### config.mk
export PLATFORM = sky130hd
export DESIGN_NAME = string_literal_escape_decoder
export DESIGN_NICKNAME = d
export VERILOG_FILES = /design/src/rtl/sled_pkg.sv /design/src/rtl/sled_in_stage.sv /design/src/rtl/sled_core.sv /design/src/rtl/sled_out_stage.sv /design/src/rtl/string_literal_escape_decoder.sv
export SDC_FILE = /design/constraint.sdc
export NUM_CORES = 1
export LEC_CHECK = 0
export BUFFER_PORTS_ARGS = -buffer_cell sky130_fd_sc_hd__buf_2
export CELL_PAD_IN_SITES_DETAIL_PLACEMENT = 1
export CELL_PAD_IN_SITES_GLOBAL_PLACEMENT = 2
export CORE_MARGIN = 2
export CORE_UTILIZATION = 35
export CTS_CLUSTER_DIAMETER = 100
export DETAILED_ROUTE_END_ITERATION = 10
export PLACE_DENSITY = 0.83
export SYNTH_ARGS = -nofsm -noshare
export SYNTH_HDL_FRONTEND = slang
export SYNTH_SLANG_ARGS = --single-unit
### constraint.sdc
create_clock -name clk -period 6.3 [get_ports clk]
set_input_delay 0.945 -clock clk [delete_from_list [all_inputs] [get_ports clk]]
set_output_delay 0.945 -clock clk [all_outputs]
set_load 0.02 [all_outputs]
### src/rtl/sled_pkg.sv
// Shared types and constants for the string literal escape decoder.
// Used by every module in rtl; depends on nothing else.
package sled_pkg;

  localparam int unsigned ByteW = 8;
  localparam int unsigned LenW  = 16;

  localparam logic [LenW-1:0] MaxLengthReset = 16'd1024;

  // Decoder mode.
  typedef enum logic [2:0] {
    M_NORMAL   = 3'd0,
    M_ESC      = 3'd1,
    M_OCT2     = 3'd2,
    M_OCT3     = 3'd3,
    M_DISC     = 3'd4,
    M_DISC_ESC = 3'd5
  } mode_t;

  // What one input byte does to the output side.
  typedef enum logic [1:0] {
    ACT_NONE = 2'd0,
    ACT_EMIT = 2'd1,
    ACT_DONE = 2'd2,
    ACT_FAIL = 2'd3
  } act_t;

  // Result kinds.
  localparam logic [1:0] K_DATA  = 2'd0;
  localparam logic [1:0] K_DONE  = 2'd1;
  localparam logic [1:0] K_ERROR = 2'd2;

  // Error codes.
  localparam logic [1:0] E_NONE  = 2'd0;
  localparam logic [1:0] E_EOF   = 2'd1;
  localparam logic [1:0] E_OCTAL = 2'd2;
  localparam logic [1:0] E_LONG  = 2'd3;

  // Characters of interest.
  localparam logic [ByteW-1:0] CH_QUOTE = 8'h22;
  localparam logic [ByteW-1:0] CH_BSLASH = 8'h5C;
  localparam logic [ByteW-1:0] CH_A = 8'h61;
  localparam logic [ByteW-1:0] CH_B = 8'h62;
  localparam logic [ByteW-1:0] CH_T = 8'h74;
  localparam logic [ByteW-1:0] CH_N = 8'h6E;
  localparam logic [ByteW-1:0] CH_F = 8'h66;
  localparam logic [ByteW-1:0] CH_R = 8'h72;

  // Upper five bits shared by the digits '0' to '7'.
  localparam logic [4:0] OctalPrefix = 5'b00110;

  typedef struct packed {
    logic [ByteW-1:0] in_byte;
    logic             end_of_input;
  } item_t;

  typedef struct packed {
    logic [ByteW-1:0] out_byte;
    logic [1:0]       kind;
    logic [1:0]       error_code;
    logic [LenW-1:0]  str_length;
    logic             last;
  } res_t;

  // Handshake between the decode core and the stages around it.
  typedef struct packed {
    logic advance;
    logic load;
  } core_ctl_t;

endpackage

### src/rtl/sled_in_stage.sv
// Input register of the escape decoder: holds one accepted byte for the core.
// Depends on sled_pkg.
module sled_in_stage (
  input  logic               clk,
  input  logic               rst,
  input  logic               item_valid,
  output logic               item_ready,
  input  sled_pkg::item_t    item_in,
  input  logic               advance,
  output logic               held_valid,
  output sled_pkg::item_t    held_item
);

  assign item_ready = !held_valid || advance;

  always_ff @(posedge clk) begin
    if (rst) begin
      held_valid <= 1'b0;
    end else if (item_valid && item_ready) begin
      held_valid <= 1'b1;
    end else if (advance) begin
      held_valid <= 1'b0;
    end
  end

  always_ff @(posedge clk) begin
    if (item_valid && item_ready) begin
      held_item <= item_in;
    end
  end

endmodule

### src/rtl/sled_core.sv
// Decode core: mode, octal acc, length count; one byte per cycle unless stalled.
// Depends on sled_pkg.
module sled_core (
  input  logic                      clk,
  input  logic                      rst,
  input  logic                      cfg_write_en,
  input  logic [sled_pkg::LenW-1:0] cfg_write_data,
  input  logic                      held_valid,
  input  sled_pkg::item_t           held_item,
  input  logic                      out_free,
  output sled_pkg::core_ctl_t       ctl,
  output sled_pkg::res_t            res
);

  logic [sled_pkg::LenW-1:0]  max_length;
  sled_pkg::mode_t            mode;
  sled_pkg::mode_t            mode_next;
  logic [sled_pkg::ByteW-1:0] octal_acc;
  logic [sled_pkg::ByteW-1:0] octal_acc_next;
  logic [sled_pkg::LenW-1:0]  count;
  logic [sled_pkg::LenW-1:0]  count_next;

  logic [sled_pkg::ByteW-1:0] b;
  logic                       eoi;
  logic                       is_oct;
  logic [2:0]                 digit;
  logic                       esc_known;
  logic [sled_pkg::ByteW-1:0] esc_val;
  sled_pkg::act_t             act;
  logic [sled_pkg::ByteW-1:0] emit_val;
  logic [1:0]                 fail_code;
  sled_pkg::mode_t            fail_mode;
  logic                       discarding;

  assign b          = held_item.in_byte;
  assign eoi        = held_item.end_of_input;
  assign is_oct     = (b[7:3] == sled_pkg::OctalPrefix);
  assign digit      = b[2:0];
  assign discarding = (mode == sled_pkg::M_DISC) || (mode == sled_pkg::M_DISC_ESC);

  always_comb begin
    esc_known = 1'b1;
    unique case (b)
      sled_pkg::CH_A: esc_val = 8'd7;
      sled_pkg::CH_B: esc_val = 8'd8;
      sled_pkg::CH_T: esc_val = 8'd9;
      sled_pkg::CH_N: esc_val = 8'd10;
      sled_pkg::CH_F: esc_val = 8'd12;
      sled_pkg::CH_R: esc_val = 8'd13;
      default: begin
        esc_known = 1'b0;
        esc_val   = b;
      end
    endcase
  end

  // Classify the held byte; an emit that would pass the limit turns into an error.
  always_comb begin
    act       = sled_pkg::ACT_NONE;
    emit_val  = b;
    fail_code = sled_pkg::E_NONE;
    fail_mode = sled_pkg::M_NORMAL;
    if (discarding) begin
      act = sled_pkg::ACT_NONE;
    end else if (eoi) begin
      act       = sled_pkg::ACT_FAIL;
      fail_code = sled_pkg::E_EOF;
    end else begin
      unique case (mode)
        sled_pkg::M_ESC: begin
          if (esc_known) begin
            act      = sled_pkg::ACT_EMIT;
            emit_val = esc_val;
          end else if (!is_oct) begin
            act = sled_pkg::ACT_EMIT;
          end
        end
        sled_pkg::M_OCT2, sled_pkg::M_OCT3: begin
          if (!is_oct) begin
            act       = sled_pkg::ACT_FAIL;
            fail_code = sled_pkg::E_OCTAL;
            if (b == sled_pkg::CH_QUOTE) begin
              fail_mode = sled_pkg::M_NORMAL;
            end else if (b == sled_pkg::CH_BSLASH) begin
              fail_mode = sled_pkg::M_DISC_ESC;
            end else begin
              fail_mode = sled_pkg::M_DISC;
            end
          end else if (mode == sled_pkg::M_OCT3) begin
            act      = sled_pkg::ACT_EMIT;
            emit_val = octal_acc + {5'd0, digit};
          end
        end
        default: begin
          if (b == sled_pkg::CH_QUOTE) begin
            act = sled_pkg::ACT_DONE;
          end else if (b != sled_pkg::CH_BSLASH) begin
            act = sled_pkg::ACT_EMIT;
          end
        end
      endcase
    end
    if (act == sled_pkg::ACT_EMIT && count >= max_length) begin
      act       = sled_pkg::ACT_FAIL;
      fail_code = sled_pkg::E_LONG;
      fail_mode = sled_pkg::M_DISC;
    end
  end

  assign ctl.load    = held_valid && (act != sled_pkg::ACT_NONE) && out_free;
  assign ctl.advance = held_valid && ((act == sled_pkg::ACT_NONE) || out_free);

  // Next state.
  always_comb begin
    mode_next      = mode;
    octal_acc_next = octal_acc;
    count_next     = count;
    unique case (act)
      sled_pkg::ACT_EMIT: begin
        mode_next      = sled_pkg::M_NORMAL;
        octal_acc_next = '0;
        count_next     = count + 16'd1;
      end
      sled_pkg::ACT_DONE: begin
        mode_next      = sled_pkg::M_NORMAL;
        octal_acc_next = '0;
        count_next     = '0;
      end
      sled_pkg::ACT_FAIL: begin
        mode_next      = fail_mode;
        octal_acc_next = '0;
        count_next     = '0;
      end
      default: begin
        if (discarding) begin
          octal_acc_next = '0;
          count_next     = '0;
          if (eoi) begin
            mode_next = sled_pkg::M_NORMAL;
          end else if (mode == sled_pkg::M_DISC_ESC) begin
            mode_next = sled_pkg::M_DISC;
          end else if (b == sled_pkg::CH_QUOTE) begin
            mode_next = sled_pkg::M_NORMAL;
          end else if (b == sled_pkg::CH_BSLASH) begin
            mode_next = sled_pkg::M_DISC_ESC;
          end
        end else if (mode == sled_pkg::M_ESC) begin
          mode_next      = sled_pkg::M_OCT2;
          octal_acc_next = {digit[1:0], 6'd0};
        end else if (mode == sled_pkg::M_OCT2) begin
          mode_next      = sled_pkg::M_OCT3;
          octal_acc_next = octal_acc + {2'd0, digit, 3'd0};
        end else begin
          mode_next = sled_pkg::M_ESC;
        end
      end
    endcase
  end

  // Result fields.
  always_comb begin
    res = '0;
    unique case (act)
      sled_pkg::ACT_EMIT: begin
        res.out_byte   = emit_val;
        res.kind       = sled_pkg::K_DATA;
        res.str_length = count + 16'd1;
      end
      sled_pkg::ACT_DONE: begin
        res.kind       = sled_pkg::K_DONE;
        res.str_length = count;
        res.last       = 1'b1;
      end
      sled_pkg::ACT_FAIL: begin
        res.kind       = sled_pkg::K_ERROR;
        res.error_code = fail_code;
        res.str_length = count;
        res.last       = 1'b1;
      end
      default: begin
        res = '0;
      end
    endcase
  end

  always_ff @(posedge clk) begin
    if (rst) begin
      max_length <= sled_pkg::MaxLengthReset;
    end else if (cfg_write_en) begin
      max_length <= cfg_write_data;
    end
  end

  always_ff @(posedge clk) begin
    if (rst) begin
      mode      <= sled_pkg::M_NORMAL;
      octal_acc <= '0;
      count     <= '0;
    end else if (ctl.advance) begin
      mode      <= mode_next;
      octal_acc <= octal_acc_next;
      count     <= count_next;
    end
  end

  // An error or completion closes the string, so the count starts again.
  a_end_clears_count: assert property (@(posedge clk) disable iff (rst)
    (ctl.load && res.last) |=> (count == '0))
    else $error("count not cleared after end of string");

  // A data result reports the count that the core then holds.
  a_data_len_tracks: assert property (@(posedge clk) disable iff (rst)
    (ctl.load && res.kind == sled_pkg::K_DATA) |=> (count == $past(res.str_length)))
    else $error("count does not match reported length");

  // Discarding never produces a result.
  a_discard_silent: assert property (@(posedge clk) disable iff (rst)
    (held_valid && discarding) |-> !ctl.load)
    else $error("result produced while discarding");

  // The byte after a backslash in discard mode is skipped unless input ends.
  a_disc_esc_skip: assert property (@(posedge clk) disable iff (rst)
    (ctl.advance && mode == sled_pkg::M_DISC_ESC && !eoi) |=> (mode == sled_pkg::M_DISC))
    else $error("escaped byte not skipped while discarding");

endmodule

### src/rtl/sled_out_stage.sv
// Result register of the escape decoder: holds one result until it is taken.
// Depends on sled_pkg.
module sled_out_stage (
  input  logic           clk,
  input  logic           rst,
  input  logic           load,
  input  sled_pkg::res_t res_in,
  output logic           out_free,
  output logic           result_valid,
  input  logic           result_ready,
  output sled_pkg::res_t res_out
);

  assign out_free = !result_valid || result_ready;

  always_ff @(posedge clk) begin
    if (rst) begin
      result_valid <= 1'b0;
    end else if (load) begin
      result_valid <= 1'b1;
    end else if (result_ready) begin
      result_valid <= 1'b0;
    end
  end

  always_ff @(posedge clk) begin
    if (load) begin
      res_out <= res_in;
    end
  end

endmodule

### src/rtl/string_literal_escape_decoder.sv
// Decodes the bodies of quoted string literals one raw byte per transaction, handling
// C-style escapes (\a \b \t \n \f \r, three-digit octal, and any other escaped byte
// standing for itself), and gives at most one result per byte: a data byte, a
// completion at the closing quote, or an error; after an octal or length error, bytes
// are dropped up to the next unescaped quote or end of input. One byte is accepted
// every cycle when the result side keeps up. A byte is held in the input register
// while the core decodes it combinationally and updates its state, and its result is
// then registered in the result register; if that register is not free, the byte
// waits in the input register. There is no start-up sweep: the block takes bytes
// from the first cycle after reset. Bytes that give no result (an opening backslash,
// octal digits, discarded bytes) still pass through the input register and the core.
// Depends on sled_pkg, sled_in_stage, sled_core and sled_out_stage.
module string_literal_escape_decoder (
  input  logic        clk,
  input  logic        rst,
  input  logic        cfg_write_en,
  input  logic [15:0] cfg_write_data,
  input  logic        item_valid,
  output logic        item_ready,
  input  logic [7:0]  in_byte,
  input  logic        end_of_input,
  output logic        result_valid,
  input  logic        result_ready,
  output logic [7:0]  out_byte,
  output logic [1:0]  kind,
  output logic [1:0]  error_code,
  output logic [15:0] str_length,
  output logic        last
);

  sled_pkg::item_t     item_in;
  sled_pkg::item_t     held_item;
  logic                held_valid;
  logic                out_free;
  sled_pkg::core_ctl_t ctl;
  sled_pkg::res_t      core_res;
  sled_pkg::res_t      res_out;

  assign item_in.in_byte      = in_byte;
  assign item_in.end_of_input = end_of_input;

  sled_in_stage u_in_stage (
    .clk        (clk),
    .rst        (rst),
    .item_valid (item_valid),
    .item_ready (item_ready),
    .item_in    (item_in),
    .advance    (ctl.advance),
    .held_valid (held_valid),
    .held_item  (held_item)
  );

  sled_core u_core (
    .clk            (clk),
    .rst            (rst),
    .cfg_write_en   (cfg_write_en),
    .cfg_write_data (cfg_write_data),
    .held_valid     (held_valid),
    .held_item      (held_item),
    .out_free       (out_free),
    .ctl            (ctl),
    .res            (core_res)
  );

  sled_out_stage u_out_stage (
    .clk          (clk),
    .rst          (rst),
    .load         (ctl.load),
    .res_in       (core_res),
    .out_free     (out_free),
    .result_valid (result_valid),
    .result_ready (result_ready),
    .res_out      (res_out)
  );

  assign out_byte   = res_out.out_byte;
  assign kind       = res_out.kind;
  assign error_code = res_out.error_code;
  assign str_length = res_out.str_length;
  assign last       = res_out.last;

endmodule

==> qor.yml <==
detailed_routing:
  firstDrtPassIters: 4
  ant_nets: 0
  detail_route.iter0.violations: 181
  drc: 0
  viasPerCell: 5.57
  vias: 4011
  wire_per_inst_um: 18.2
  routed_wl_um: 13100
die:
  die_x_um: 120
  core_um2: 13100
  start_util_pct: 35.6
  fp.dieH_um: 120
  ios: 61
  num_rows: 42
  die-area_um2: 14300
placement:
  dp_hpwl_um: 9750
  postPlaceCellArea_um2: 5090
  io_buffers: 60
  preCtsSetupSlack_ns: 2.83
  gp_congestion: 0.884
clocking:
  root_buffer: "clkbuf_16"
  post_cts_resized: 0
  tritoncts: "done"
  clk_pin_slew_ns: 0.06
  cts_made_buffers: 9
  clk_latency_ns: 0.35
  cts_sinks: 80
  cts_setup_buffers: 0
  clock_path_buffers: 2
  h-tree-depth: 3
  hold_buffers: 0
setup_path:
  reg2regPathDepth: 9
  r2r-start: "u_in_stage.held_item[4]$_DFFE_PP_"
  required_ns: 5.35
  crit_path_start_kind: "flop"
  ff2ff_setup_slack_ns: 2.82
  startpoint: "u_core.mode[1]$_SDFFE_PP0P_"
  r2r_end: "u_core.count[12]$_SDFFE_PP0P_"
  critPathCapture: "item_ready"
  cp_data_arrival_time_ns: 2.74
  worstPathMaxFanout: 19
  worst_setup_path_end_kind: "output pin"
  crit_type: "flop to output pin"
grt:
  grt_pass1_vias: 4021
  grt_pass1_wl_um: 21300
  track_usage_pct: 19.1
  grt_max_degree: 40
  gr-total-overflow: 0
  antenna_found_initial: 0
yosys:
  synth_common_cells: "nand2_1, dfxtp_1, edfxtp_1, nor2_1, a21oi_1"
  ys.flop_type: "dfxtp_1"
  yosysTopAreaCellShare_pct: 24.4
  synth.most_common_cell: "nand2_1"
  ys_types: 75
  synth_compound_area_share_pct: 21.7
  postSynthCellCount: 496
  synth_seq_area_share_pct: 42.4
  syn_avg_cell_area_um2: 9.43
  synth_top_cell_by_area: "edfxtp_1"
  synth_mux_area_share_pct: 3.66
  synth-async-reset-ratio_pct: 0
  yosys.area_share.xor_xnor_pct: 0.936
  syn_area_um2: 4680
  ys_seq_elements: 80
  synth_area_leaders: "edfxtp_1, dfxtp_1, ha_1, nand2_1, a21oi_1"
  synth_warnings: 0
  synth_edf_count: 38
  synthAdderAreaFrac_pct: 6.31
  synth_top_family_by_area: "compound AO/OA/AOI/OAI gates"
  synth_nets: 549
  synthSimpleGateAreaFrac_pct: 19.9
worst_hold_path:
  hold_class: "flop to flop"
timing:
  fin_skew_ns: 0.0104
  grt_setup_unrepaired: "false"
  slew_viol_final: 0
  slew_headroom_pct: 28.6
  finalCriticalPeriod_ns: 3.68
  worstMarginPinSlew_ns: 1.07
  setup_violations: 0
  setup_ws_ns: 2.62
  fin_crit_sh_pct: 58.4
  fmax_mhz: 272
  hold_violations: 0
  setup-tns-final_ns: 0
flow_run:
  maxCapViolations: 0
finish:
  regArea_um2: 1980
  final_layout_size_suffix_gt1_share_pct: 17.8
  n_fill_cell: 1544
  syn2layout_area_growth_pct: 14.9
  final_cell_area_um2: 5380
  diodes: 0
  multi_input_area_um2: 2460
  layout.nets: 592
power:
  leakagePower_nw: 2.03
  power.density_nw_per_um2: 236
  vdd_drop_max_mv: 0.106
run_status:
  status: "complete, no violations"
-- registers in the layout, indices dropped and copies added (netlist names) --
name and flops:
u_in_stage.held_valid 1, u_in_stage.held_item 9, u_out_stage.result_valid 1, u_core.mode 3, u_core.count 16, u_core.octal_acc 5, u_out_stage.res_out 29, u_core.max_length 16
-- area by class of cell --
class | instances | area share (%)
inverters | 29 | 2.02
repair buffers | 62 | 5.86
clock buffers | 10 | 4.26
flip-flops and latches | 80 | 36.9
multi-input cells | 357 | 45.8
clock inverters | 6 | 1.12
well taps | 176 | 4.10
-- worst min-delay path by stage --
| stage | start | endpoint | slack (ns) | depth (start not counted) |
|---|---|---|---|---|
| 6_report | u_core.max_length[4]$_SDFFE_PP0P_ | u_core.max_length[4]$_SDFFE_PP0P_ | 0.50 | 2 |
| 5_1_grt | u_core.max_length[9]$_SDFFE_PP0P_ | u_core.max_length[9]$_SDFFE_PP0P_ | 0.52 | 2 |
| 4_1_cts | u_core.max_length[0]$_SDFFE_PP0P_ | u_core.max_length[0]$_SDFFE_PP0P_ | 0.51 | 2 |
| 3_5_place_dp | u_core.max_length[10]$_SDFFE_PP1P_ | u_core.max_length[10]$_SDFFE_PP1P_ | 0.49 | 2 |
| 3_3_place_gp | u_core.max_length[4]$_SDFFE_PP0P_ | u_core.max_length[4]$_SDFFE_PP0P_ | 0.47 | 2 |
| 2_1_floorplan | u_core.max_length[10]$_SDFFE_PP1P_ | u_core.max_length[10]$_SDFFE_PP1P_ | 0.46 | 2 |
-- metrics by stage --
stage | instances | hold WS, ns | util, % | total power [mW]
global placement | 704 | 0.475 | 38.7 | 0.762
global route | 720 | 0.524 | 40.9 | 1.32
detailed placement | 704 | 0.486 | 38.7 | 0.767
floorplan | 496 | 0.459 | - | 0.712
finish | 720 | 0.501 | 40.9 | 1.27
CTS | 720 | 0.509 | 40.9 | 1.28
-- kinds of logic after synthesis --
group / count (synthesis)
simple gates: 176
compound gates: 136
flops: 80
buf+inv: 59
fa+ha+maj: 23
mux: 17
xor+xnor: 5
-- layer usage --
layer  routed length, µm  vias up  track usage [%]
met3                 737       20             5.89
met4                 263        0             7.28
li1                    -     1936                -
met1                6400     1953             26.1
met2                5720      102             28.5
met5                   0        -                0
-- report_power, final --
part	switching (mW)	internal (mW)	total, mW
clock network	0.208	0.304	0.512
logic	0.112	0.0534	0.165
registers	0.0205	0.570	0.590
-- worst max-delay path, cell delays in order (launching register included) --
cell	delay, ns
dfxtp_1	0.76
o21bai_2	0.21
o21bai_1	0.28
and3_1	0.29
nor2_1	0.45
nand3_1	0.18
buf_2	0.20
-- placed cells by master, fill, tap and decap left out, drive strengths merged, types with 3 or more instances in the layout --
| master | instances |
|---|---|
| buf | 62 |
| nand2 | 49 |
| dfxtp | 42 |
| edfxtp | 38 |
| nor2 | 35 |
| a21oi | 35 |
| inv | 29 |
| ha | 22 |
| nand3 | 19 |
| o21ai | 18 |
| mux2i | 16 |
| nor3 | 15 |
| a31oi | 13 |
| clkbuf | 10 |
| nor2b | 9 |
| nand2b | 8 |
| and3 | 7 |
| nand4 | 7 |
| a311oi | 7 |
| a32o | 7 |
| a21o | 6 |
| a31o | 6 |
| o41ai | 5 |
| a211o | 4 |
| a211oi | 4 |
| nor4 | 4 |
| o21bai | 4 |
| nand4b | 3 |
| o21a | 3 |
| a32oi | 3 |
| nor3b | 3 |
| xnor2 | 3 |
| clkinvlp | 3 |
| a22oi | 3 |
| and2 | 3 |
| o211ai | 3 |
(Power assumes the default switching activity.)
